--- src/rtl/assert_macros.svh ---
// Assertion macros shared by the CRC stream RTL.
// Bodies compile away when SYNTH is defined; no other dependencies.
`ifndef ASSERT_MACROS_SVH
`define ASSERT_MACROS_SVH

`ifndef SYNTH

// Check a property on every rising edge outside reset
`define ASSERT_PROP(lbl, clk, rst_n, prop, msg) \
	lbl: assert property (@(posedge clk) disable iff (!rst_n) (prop)) else $error(msg);

// Check that a cause is followed in the next cycle by an effect
`define ASSERT_NEXT(lbl, clk, rst_n, cause, effect, msg) \
	lbl: assert property (@(posedge clk) disable iff (!rst_n) (cause) |=> (effect)) \
		else $error(msg);

`else

`define ASSERT_PROP(lbl, clk, rst_n, prop, msg)
`define ASSERT_NEXT(lbl, clk, rst_n, cause, effect, msg)

`endif

`endif

--- src/rtl/crs_pkg.sv ---
// Shared constants for the reflected CRC-16 stream core.
// No dependencies; imported by every other RTL file but assert_macros.svh.
`default_nettype none

package crs_pkg;

	localparam int unsigned CRC_W      = 16;
	localparam int unsigned BYTE_W     = 8;
	localparam int unsigned APB_DATA_W = 32;
	localparam int unsigned APB_ADDR_W = 3;

	localparam logic [CRC_W-1:0] CRC_INIT   = 16'hFFFF;
	localparam logic [CRC_W-1:0] CRC_XOROUT = 16'hFFFF;
	localparam logic [CRC_W-1:0] POLY_RESET = 16'hA001;

	// Register index, taken from the word address bit of paddr
	localparam logic REG_POLY = 1'b0;

endpackage

`default_nettype wire

--- src/rtl/crs_if.sv ---
// Valid/ready channel interfaces for byte items and CRC results.
// Depends on crs_pkg for field widths.
`default_nettype none

interface crs_in_if
	import crs_pkg::*;
();
	logic              valid;
	logic              ready;
	logic [BYTE_W-1:0] data_byte;
	logic              first_byte;
	logic              last_byte;
	logic              no_data;

	modport source (output valid, data_byte, first_byte, last_byte, no_data, input ready);
	modport sink   (input valid, data_byte, first_byte, last_byte, no_data, output ready);
endinterface

interface crs_out_if
	import crs_pkg::*;
();
	logic             valid;
	logic             ready;
	logic [CRC_W-1:0] crc_value;

	modport source (output valid, crc_value, input ready);
	modport sink   (input valid, crc_value, output ready);
endinterface

`default_nettype wire

--- src/rtl/crs_apb_regs.sv ---
// APB register file of the CRC stream core: the reflected polynomial.
// Depends on crs_pkg.
`default_nettype none

module crs_apb_regs
	import crs_pkg::*;
(
	input  wire logic                  clk,
	input  wire logic                  arst_n,
	input  wire logic                  psel,
	input  wire logic                  penable,
	input  wire logic                  pwrite,
	input  wire logic [APB_ADDR_W-1:0] paddr,
	input  wire logic [APB_DATA_W-1:0] pwdata,
	output logic      [APB_DATA_W-1:0] prdata,
	output logic                       pready,
	output logic      [CRC_W-1:0]      poly
);

	logic [CRC_W-1:0] poly_q;
	logic             reg_sel;

	assign pready  = 1'b1;
	assign reg_sel = (paddr[APB_ADDR_W-1] == REG_POLY);

	// Take a write in the access phase
	always_ff @(posedge clk or negedge arst_n) begin
		if (!arst_n) begin
			poly_q <= POLY_RESET;
		end else if (psel && penable && pwrite && pready && reg_sel) begin
			poly_q <= pwdata[CRC_W-1:0];
		end
	end

	// Return the register on reads, zero elsewhere
	always_comb begin
		prdata = '0;
		if (reg_sel) begin
			prdata = {{(APB_DATA_W-CRC_W){1'b0}}, poly_q};
		end
	end

	assign poly = poly_q;

endmodule

`default_nettype wire

--- src/rtl/crs_byte_step.sv ---
// One byte of reflected CRC-16 update: XOR in the byte, then eight
// shift-right steps with conditional polynomial XOR. Depends on crs_pkg.
`default_nettype none

module crs_byte_step
	import crs_pkg::*;
(
	input  wire logic [CRC_W-1:0]  crc_in,
	input  wire logic [BYTE_W-1:0] data_byte,
	input  wire logic [CRC_W-1:0]  poly,
	output logic      [CRC_W-1:0]  crc_out
);

	logic [CRC_W-1:0] acc;
	logic             dropped;

	// Unroll the bit steps into XOR logic
	always_comb begin
		acc = crc_in ^ {{(CRC_W-BYTE_W){1'b0}}, data_byte};
		for (int k = 0; k < BYTE_W; k++) begin
			dropped = acc[0];
			acc     = acc >> 1;
			if (dropped) begin
				acc = acc ^ poly;
			end
		end
		crc_out = acc;
	end

endmodule

`default_nettype wire

--- src/rtl/crc16_reflected_stream_core.sv ---
// Reflected CRC-16 stream core: top level with input stage, running value
// and result register. Depends on crs_pkg, crs_if, crs_apb_regs,
// crs_byte_step and assert_macros.svh.
//
// Usage: byte items arrive on the data channel (valid/ready) with first_byte,
// last_byte and no_data marks. first_byte restarts the running value at
// 0xFFFF; no_data items carry no byte; a last_byte item produces one
// transaction on the result channel holding the running value XOR 0xFFFF,
// after which the running value returns to 0xFFFF.
// The input register passes a taken last item on to the result register,
// which offers the result. Throughput: one item per cycle while no last
// item waits for result register room; the byte update is combinational.
// The polynomial is to be written over APB at byte address 0 while idle;
// the block does not enforce this. Reset: the running value goes to
// 0xFFFF, the polynomial to 0xA001 (USB), both stages empty. If the result
// receiver stalls, the result register holds; a following non-last item
// still passes, and a further last item waits in the input register, which
// drops data.ready until it can move.
`default_nettype none

`include "assert_macros.svh"

module crc16_reflected_stream_core
	import crs_pkg::*;
(
	input  wire logic                  clk,
	input  wire logic                  arst_n,
	crs_in_if.sink                     data,
	crs_out_if.source                  result,
	input  wire logic                  psel,
	input  wire logic                  penable,
	input  wire logic                  pwrite,
	input  wire logic [APB_ADDR_W-1:0] paddr,
	input  wire logic [APB_DATA_W-1:0] pwdata,
	output logic      [APB_DATA_W-1:0] prdata,
	output logic                       pready
);

	logic [CRC_W-1:0]  poly;
	logic              valid_s1;
	logic [BYTE_W-1:0] byte_s1;
	logic              first_s1;
	logic              last_s1;
	logic              empty_s1;
	logic [CRC_W-1:0]  running_q;
	logic [CRC_W-1:0]  crc_base;
	logic [CRC_W-1:0]  crc_step;
	logic [CRC_W-1:0]  crc_next;
	logic              out_space;
	logic              adv_s1;
	logic              out_valid_q;
	logic [CRC_W-1:0]  crc_q;

	crs_apb_regs u_regs (
		.clk     (clk),
		.arst_n  (arst_n),
		.psel    (psel),
		.penable (penable),
		.pwrite  (pwrite),
		.paddr   (paddr),
		.pwdata  (pwdata),
		.prdata  (prdata),
		.pready  (pready),
		.poly    (poly)
	);

	// Stage handshake: a last item needs room in the result register
	assign out_space  = !out_valid_q || result.ready;
	assign adv_s1     = valid_s1 && (!last_s1 || out_space);
	assign data.ready = !valid_s1 || adv_s1;

	// Capture an accepted transaction into the input register
	always_ff @(posedge clk or negedge arst_n) begin
		if (!arst_n) begin
			valid_s1 <= 1'b0;
		end else if (data.ready) begin
			valid_s1 <= data.valid;
		end
	end

	always_ff @(posedge clk) begin
		if (data.ready && data.valid) begin
			byte_s1  <= data.data_byte;
			first_s1 <= data.first_byte;
			last_s1  <= data.last_byte;
			empty_s1 <= data.no_data;
		end
	end

	// Pick the starting value and absorb the byte
	assign crc_base = first_s1 ? CRC_INIT : running_q;

	crs_byte_step u_step (
		.crc_in    (crc_base),
		.data_byte (byte_s1),
		.poly      (poly),
		.crc_out   (crc_step)
	);

	assign crc_next = empty_s1 ? crc_base : crc_step;

	// Advance the running value; restart it after a last item
	always_ff @(posedge clk or negedge arst_n) begin
		if (!arst_n) begin
			running_q <= CRC_INIT;
		end else if (adv_s1) begin
			running_q <= last_s1 ? CRC_INIT : crc_next;
		end
	end

	// Result register: load on a last item, hold while stalled
	always_ff @(posedge clk or negedge arst_n) begin
		if (!arst_n) begin
			out_valid_q <= 1'b0;
		end else if (out_space) begin
			out_valid_q <= valid_s1 && last_s1;
		end
	end

	always_ff @(posedge clk) begin
		if (adv_s1 && last_s1) begin
			crc_q <= crc_next ^ CRC_XOROUT;
		end
	end

	assign result.valid     = out_valid_q;
	assign result.crc_value = crc_q;

	`ASSERT_NEXT(a_restart_after_last, clk, arst_n, adv_s1 && last_s1, running_q == CRC_INIT, "running value not restarted after last item")
	`ASSERT_NEXT(a_last_waits, clk, arst_n, valid_s1 && last_s1 && !out_space, valid_s1 && last_s1, "stalled last item lost from input register")
	`ASSERT_PROP(a_ready_only_when_free, clk, arst_n, data.ready || valid_s1, "input stalled with empty input register")
	`ASSERT_NEXT(a_no_spurious_result, clk, arst_n, !out_valid_q && !(valid_s1 && last_s1), !out_valid_q, "result raised without a last item")

endmodule

`default_nettype wire
--- src/flat_wrapper.sv ---
// flat-port wrapper written by rule: the top's interface ports become plain ports
module crc16_reflected_stream_core_flat import crs_pkg::*;
  (clk, arst_n, psel, penable, pwrite, paddr, pwdata, prdata, pready, data_valid, data_data_byte, data_first_byte, data_last_byte, data_no_data, data_ready, result_valid, result_crc_value, result_ready);
  crs_in_if data_i ();
  crs_out_if result_i ();
  input  wire logic clk;
  input  wire logic arst_n;
  input  wire logic psel;
  input  wire logic penable;
  input  wire logic pwrite;
  input  wire logic [APB_ADDR_W-1:0] paddr;
  input  wire logic [APB_DATA_W-1:0] pwdata;
  output logic      [APB_DATA_W-1:0] prdata;
  output logic pready;
  input wire logic [$bits(data_i.valid)-1:0] data_valid;
  input wire logic [$bits(data_i.data_byte)-1:0] data_data_byte;
  input wire logic [$bits(data_i.first_byte)-1:0] data_first_byte;
  input wire logic [$bits(data_i.last_byte)-1:0] data_last_byte;
  input wire logic [$bits(data_i.no_data)-1:0] data_no_data;
  output wire logic [$bits(data_i.ready)-1:0] data_ready;
  output wire logic [$bits(result_i.valid)-1:0] result_valid;
  output wire logic [$bits(result_i.crc_value)-1:0] result_crc_value;
  input wire logic [$bits(result_i.ready)-1:0] result_ready;
  assign data_i.valid = data_valid;
  assign data_i.data_byte = data_data_byte;
  assign data_i.first_byte = data_first_byte;
  assign data_i.last_byte = data_last_byte;
  assign data_i.no_data = data_no_data;
  assign data_ready = data_i.ready;
  assign result_valid = result_i.valid;
  assign result_crc_value = result_i.crc_value;
  assign result_i.ready = result_ready;
  crc16_reflected_stream_core u_core (.clk(clk), .arst_n(arst_n), .data(data_i), .result(result_i), .psel(psel), .penable(penable), .pwrite(pwrite), .paddr(paddr), .pwdata(pwdata), .prdata(prdata), .pready(pready));
endmodule
--- config.mk ---
export PLATFORM = sky130hd
export DESIGN_NAME = crc16_reflected_stream_core_flat
export DESIGN_NICKNAME = d
export VERILOG_FILES = /design/src/rtl/crs_pkg.sv /design/src/rtl/crs_if.sv /design/src/rtl/crs_apb_regs.sv /design/src/rtl/crs_byte_step.sv /design/src/rtl/crc16_reflected_stream_core.sv /design/src/flat_wrapper.sv
export VERILOG_INCLUDE_DIRS = /design/src /design/src/rtl
export SDC_FILE = /design/constraint.sdc
export NUM_CORES = 1
export LEC_CHECK = 0
export BUFFER_PORTS_ARGS = -buffer_cell sky130_fd_sc_hd__buf_4
export CAP_MARGIN = 20
export CORE_UTILIZATION = 62
export DETAILED_ROUTE_END_ITERATION = 6
export PLACE_DENSITY = 0.93
export SKIP_CTS_REPAIR_TIMING = 1
export SLEW_MARGIN = 10
export SYNTH_ARGS = -nofsm -noshare
export SYNTH_HDL_FRONTEND = slang
export SYNTH_SLANG_ARGS = --single-unit
--- constraint.sdc ---
create_clock -name clk -period 13.3 [get_ports clk]
set_clock_uncertainty 0.1 [all_clocks]
set_input_delay 1.995 -clock clk [delete_from_list [all_inputs] [get_ports clk]]
set_output_delay 1.995 -clock clk [all_outputs]
set_load 0.02 [all_outputs]
* After elaboration in Yosys (flattened, before gate mapping) *
Cells that the tools add are included.
W data, S select, Z words.

cells by class
  muxes and demuxes = 12
  bitwise logic cells = 11
  reductions and logical operators = 13

operators with widths
  kind                 count
  $mux W16             12
  $xor A15 B16 Y16     8
  $not A16 Y16         1
  $xor A16 B8 Y16      1
  $logic_and A1 B1 Y1  7
  $logic_not A1 Y1     3
  $logic_or A1 B1 Y1   3
  $not A1 Y1           1

word-level totals
  input bits = 53
  bits in registers = 61
  logic and storage cells = 45

* Logic depth before layout (Yosys ltp) *
  word-level depth = 20
  mapped depth = 19
  gate-level depth less buffers = 14

* Modules after synthesis *
Synthesis repeated with hierarchy kept, for this count alone.

unflattened totals
  cells, all modules = 531
  area total of the unflattened synthesis = 5,172.5 um^2

modules (own cells, without submodules)
  module                       area an instance (um^2)  instances  cells an instance
  crs_byte_step                2,448.6                  1          351
  crc16_reflected_stream_core  1,820.5                  1          110
  crs_apb_regs                 903.4                    1          70

* Worst setup path before layout *
No wires, ideal clock.

  kind = input to output
  start = input port paddr[2]
  end = output port prdata[10]
  path buffers = 2
  stages on the path = 3
  setup slack = 8.551 ns
  arrival time = 2.654 ns
  cell sequence = clkbuf_1 clkbuf_1 nor2_1

between the ends
  cells in the longest elaborated chain, start to end = 1

RTL lines
  what         line                RTL
  from (decl)  flat_wrapper.sv:11  input wire logic [APB_ADDR_W-1:0] paddr;
  $mux W16     crs_apb_regs.sv:38  if (reg_sel) begin
  to (decl)    flat_wrapper.sv:13  output logic [APB_DATA_W-1:0] prdata;

Every way passes these cells.

* Worst setup path after layout *
  start = register u_core.u_regs.poly_q[0], in the netlist u_core.u_regs.poly[0]
  end = register u_core.crc_q[11], in the netlist u_core.result.crc_value[11] (data pin)

between the ends
  cells in the longest elaborated chain, start to end = 16
  elaborated cells on any way between the ends = 18

RTL lines
  what                                                 line                                      RTL
  from (decl)                                          crs_apb_regs.sv:20                        logic [CRC_W-1:0] poly_q;
  from (signal assigned)                               crs_apb_regs.sv:31                        poly_q <= pwdata[CRC_W-1:0];
  $xor A15 B16 Y16                                     crs_byte_step.sv:24                       acc = acc ^ poly;
  $mux W16 (2 in series)                               crs_byte_step.sv:23                       if (dropped) begin
  $xor A15 B16 Y16                                     crs_byte_step.sv:24
  $mux W16                                             crs_byte_step.sv:23
  $mux W16 / $xor A15 B16 Y16 (equally long branches)  crs_byte_step.sv:23, crs_byte_step.sv:24
  $xor A15 B16 Y16 / $mux W16 (equally long branches)  crs_byte_step.sv:24, crs_byte_step.sv:23
  $mux W16 / $xor A15 B16 Y16 (equally long branches)  crs_byte_step.sv:23, crs_byte_step.sv:24
  $xor A15 B16 Y16 / $mux W16 (equally long branches)  crs_byte_step.sv:24, crs_byte_step.sv:23
  $mux W16 / $xor A15 B16 Y16 (equally long branches)  crs_byte_step.sv:23, crs_byte_step.sv:24
  $xor A15 B16 Y16 / $mux W16 (equally long branches)  crs_byte_step.sv:24, crs_byte_step.sv:23
  $mux W16 (*)                                         crs_byte_step.sv:23
  $xor A15 B16 Y16 / $mux W16 (equally long branches)  crs_byte_step.sv:24, crs_byte_step.sv:23
  $mux W16 (*)                                         crs_byte_step.sv:23
  $mux W16 (*)                                         crc16_reflected_stream_core.sv:100        assign crc_next = empty_s1 ? crc_base : crc_step;
  $not A16 Y16 (no line) (*)                           -
  to (signal assigned)                                 crc16_reflected_stream_core.sv:122        crc_q <= crc_next ^ CRC_XOROUT;
  to (decl)                                            crc16_reflected_stream_core.sv:52         logic [CRC_W-1:0] crc_q;

Every way passes the cells marked *; elsewhere a longest branch is shown, timed or not.
A chain may end at the register's enable or synchronous reset.

==> summary.txt <==
Clock tree
  • Longest Clk Path Bufs: 2
  • Sink Count: 61
  • Clock-pin slew of the registers on the worst-case setup and hold paths: 0.07 ns
  • CTS tree: yes
  • Latest clock arrival within the worst-skew pair: 0.35 ns
  • CTS H-tree depth: 3
  • Number of buffers inserted during clock tree synthesis: 9
  • Root buffer selected by CTS: clkbuf_8

Place
  • Worst setup slack before clock tree synthesis: a little under 7 ns
  • Placer Congestion: about 0.95
  • DP Wirelength: 13.6 mm
  • Port Buffers: between 60 and 70
  • Instance area at placement: roughly 0.0066 sq mm

Detailed routing
  • Detailed router's first-iteration violation count: 1174
  • Number of vias in the routed layout: 6897
  • Detailed-route wire length per cell: between 20 and 25 um
  • Number of vias per cell after detailed routing: roughly 7
  • Number of detailed-route iterations in the first pass: 7
  • Final WL: approximately 21 mm
  • Remaining routing DRC violations: 0
  • Post-route antenna net violation count: 0

Finish
  • Relative area change from synthesis to final layout: 8.95%
  • Diode insertion count for antenna repair: 0
  • Fill count: 773
  • Final instance area: between 0.006 and 0.007 sq mm
  • Final net count: slightly below 900
  • Share of final-layout standard cells stronger than drive strength 1: 0.184

Timing
  • Slew at the pin with the worst max-slew slack: 0.987 ns
  • Final Critical Period: around 6.8 ns
  • Least setup slack across all paths after layout: roughly 6.5 ns
  • Achievable clock frequency: approximately 150 MHz
  • Relative slew margins: 0.341
  • Ratio of final minimum period to clock period: 0.514
  • Fin. max-slew vios: 0
  • Final hold violation count: 0
  • Setup_tns: 0 ns
  • Worst hold margin: ~0.44 ns
  • Final setup viols: 0
  • Setup repair after global routing missed its margin: no

Pwr
  • Clock network fraction of total power: 0.085
  • Switching share of power: 0.538
  • Power after layout: a little under 2 mW
  • Leakage Power: about 2.6 nW
  • Power density of the placed cells: around 290 mW/mm^2
  • Sequential cell fraction of total power: 0.189
  • Logic gate share of total power: 0.727
  • Power Internal: 0.907 mW
  • Worst IR drop on VDD: roughly 0.18 mV
  • Switching power: between 1 and 1.5 mW

Synthesis
  • Synthesized area: about 0.0063 sq mm
  • Post-synthesis instance total: between 800 and 900
  • Post-synthesis share of cell area spent on and, or, nand and nor gates: 0.193
  • Leading area contributor after synthesis: edfxtp_1
  • Adder and majority gate portion of the synthesized area: 0
  • Seq/Total Area, Yosys: 0.270
  • Fraction of synthesized area in multiplexers: 0.0440
  • Post-synthesis register bit count: 61
  • Largest cells by area after synthesis: edfxtp_1, dfstp_2, a21oi_1, xnor2_1, dfrtp_1
  • Synthesized area divided by synthesized cell count: roughly 7.7 sq um
  • Area share of the leading cell type in the synthesized netlist: 0.130
  • Main flop type after synthesis: edfxtp_1
  • Proportion of synthesized flip-flops having asynchronous set or reset: 0.557
  • Dominant combinational cell family by area after synthesis: compound AO/OA/AOI/OAI gates
  • Count of flip-flops with a built-in enable after synthesis: 27
  • Post-synthesis compound-gate area fraction: 0.303
  • Synth Area in XOR/XNOR: 0.104
  • Distinct cells, synth: between 70 and 80
  • Ys Warns: 0

Worst setup path
  • Type of the worst setup path: reg2reg
  • Arrival @ worst endpoint: roughly 6.8 ns
  • Maximum fanout count along the critical path: 65
  • Nature of the critical path endpoint: flip-flop
  • CP startpoint kind: flip-flop
  • Endpoint required time on the critical path: about 13 ns

Floorplanning
  • Die Y-Extent: roughly 100 um
  • Initial core utilization: 0.640
  • Area of the die: ~0.010 sq mm
  • Total core area: roughly 0.01 sq mm
  • Horizontal die dimension: 102 um
  • Number of core rows: 36
  • Ports placed on the boundary: around 100

Global routing
  • Via count of the first global-routing pass: approximately 6500
  • Global route overflow: 0
  • Maximum number of pins on one net before global-route repair: between 60 and 70
  • Global-route wire length before repair: ~33 mm
  • Global-route total usage across every layer: 0.408
  • Initial antenna violation count: 0

Flow run
  • Max capacitance violation total: 0

Status
  • Status: finished, final reports clean

Hold path
  • Worst hold path type: reg2reg
==> per-layer routing <==
metal | track usage | part of all wire | up-vias
met2 | 0.648 | 0.45 | 591
met5 | 0 | 0 | -
li1 | - | - | 2977
met3 | 0.0821 | 0.13 | 173
met1 | 0.503 | 0.34 | 3156
met4 | 0.267 | 0.071 | 0
==> power groups by stage <==
| stage | clock [mW] | sequential (mW) | combinational, mW |
|---|---|---|---|
| 2_1_floorplan | 0 | 0.327 | 1.07 |
| 3_3_place_gp | 0 | 0.360 | 1.31 |
| 3_5_place_dp | 0 | 0.366 | 1.35 |
| 4_1_cts | 0.167 | 0.363 | 1.37 |
| 5_1_grt | 0.174 | 0.375 | 1.50 |
| 6_report | 0.166 | 0.370 | 1.43 |
==> registers in the layout (all words and copies together) (netlist names) <==
| signal | count |
|---|---|
| u_core.last_s1 | 1 |
| u_core.valid_s1 | 1 |
| u_core.running_q | 16 |
| u_core.result.crc_value | 16 |
| u_core.empty_s1 | 1 |
| u_core.result.valid | 1 |
| u_core.u_regs.poly | 16 |
| u_core.first_s1 | 1 |
| u_core.byte_s1 | 8 |
==> final timing paths <==
kind | startpoint | end | slack (ns) | depth (start not counted)
max in group asynchronous | arst_n | u_core.running_q[10] | 11.22 | 1
max | u_core.u_regs.poly[0] | u_core.result.crc_value[11] | 6.47 | 15
min reg2reg | u_core.running_q[4] | u_core.running_q[4] | 0.44 | 2
min in group asynchronous | arst_n | u_core.u_regs.poly[1] | 1.50 | 1
max reg2reg | u_core.u_regs.poly[0] | u_core.result.crc_value[11] | 6.47 | 15
min | u_core.running_q[4] | u_core.running_q[4] | 0.44 | 2
==> synth_stat cells (all sizes together), types with 3 or more instances <==
| library cell | number |
|---|---|
| nand2 | 80 |
| a21oi | 79 |
| o21ai | 71 |
| nor2 | 63 |
| clkbuf | 61 |
| xnor2 | 45 |
| buf | 37 |
| nand3 | 34 |
| edfxtp | 27 |
| nor3 | 23 |
| o22ai | 21 |
| inv | 20 |
| mux2 | 20 |
| xor2 | 20 |
| dfstp | 19 |
| a211oi | 16 |
| dfrtp | 15 |
| a31oi | 12 |
| o22a | 12 |
| a32oi | 10 |
| o211ai | 10 |
| o32ai | 10 |
| o21a | 9 |
| or4 | 9 |
| a211o | 8 |
| nand2b | 7 |
| o221ai | 6 |
| or3 | 6 |
| mux2i | 5 |
| nand3b | 5 |
| a22o | 4 |
| nand4b | 4 |
| nor4 | 4 |
| a21o | 3 |
| a311oi | 3 |
| a31o | 3 |
| xnor3 | 3 |
==> area by class of cell <==
cell class	count	area [sq um]	share of cell area
multi-input combinational	651	4100	0.602
sequential	61	1690	0.247
timing repair buffer	79	601	0.0882
tap	133	166	0.0244
clock buffer	10	128	0.0187
inverter	21	78.8	0.0116
clock inverter	6	55.1	0.00808
==> cells in the final DEF (no fill, tap or decap), types with 10 or more instances in the layout <==
cell type	netlist	final
conb_1	2	17
buf_4	18	78
nand3_1	33	33
o22ai_1	21	21
a211oi_1	16	15
edfxtp_1	27	27
nor3_1	20	20
xnor2_1	44	44
mux2_2	20	20
dfstp_2	19	19
inv_1	20	20
nand2_1	79	79
o22a_1	12	12
a21oi_1	79	79
o32ai_1	10	10
dfrtp_1	15	15
o21ai_0	61	61
a31oi_1	12	12
xor2_1	19	19
nor2_1	60	60
==> cell families after synthesis <==
logic type,count (synthesis)
and+or+nand+nor,249
AOI/OAI and AO/OA,292
buffers and inverters,119
other,2
DFF,61
muxes,25
xor gates and xnor gates,68
==> critical path: stages (launching register included) <==
cell	delay, ns
dfstp_2	0.52
buf_4	0.53
o21ai_0	0.26
o2bb2ai_1	0.19
o21ai_0	0.33
nand2_1	0.61
o211ai_1	0.43
a31oi_1	0.23
nor3_1	0.67
a22o_1	0.31
a211o_1	0.44
mux2_2	0.43
nor3_2	0.68
o21ai_0	0.30
xnor2_1	0.34
o22ai_1	0.15
==> per-stage QoR <==
stage / util / instances
after floorplan: - / 831
after global placement: 0.675 / 942
after detailed placement: 0.675 / 942
after CTS: 0.694 / 958
after global routing: 0.697 / 961
final: 0.697 / 961
Note: power is estimated with default switching activity, not from simulation.
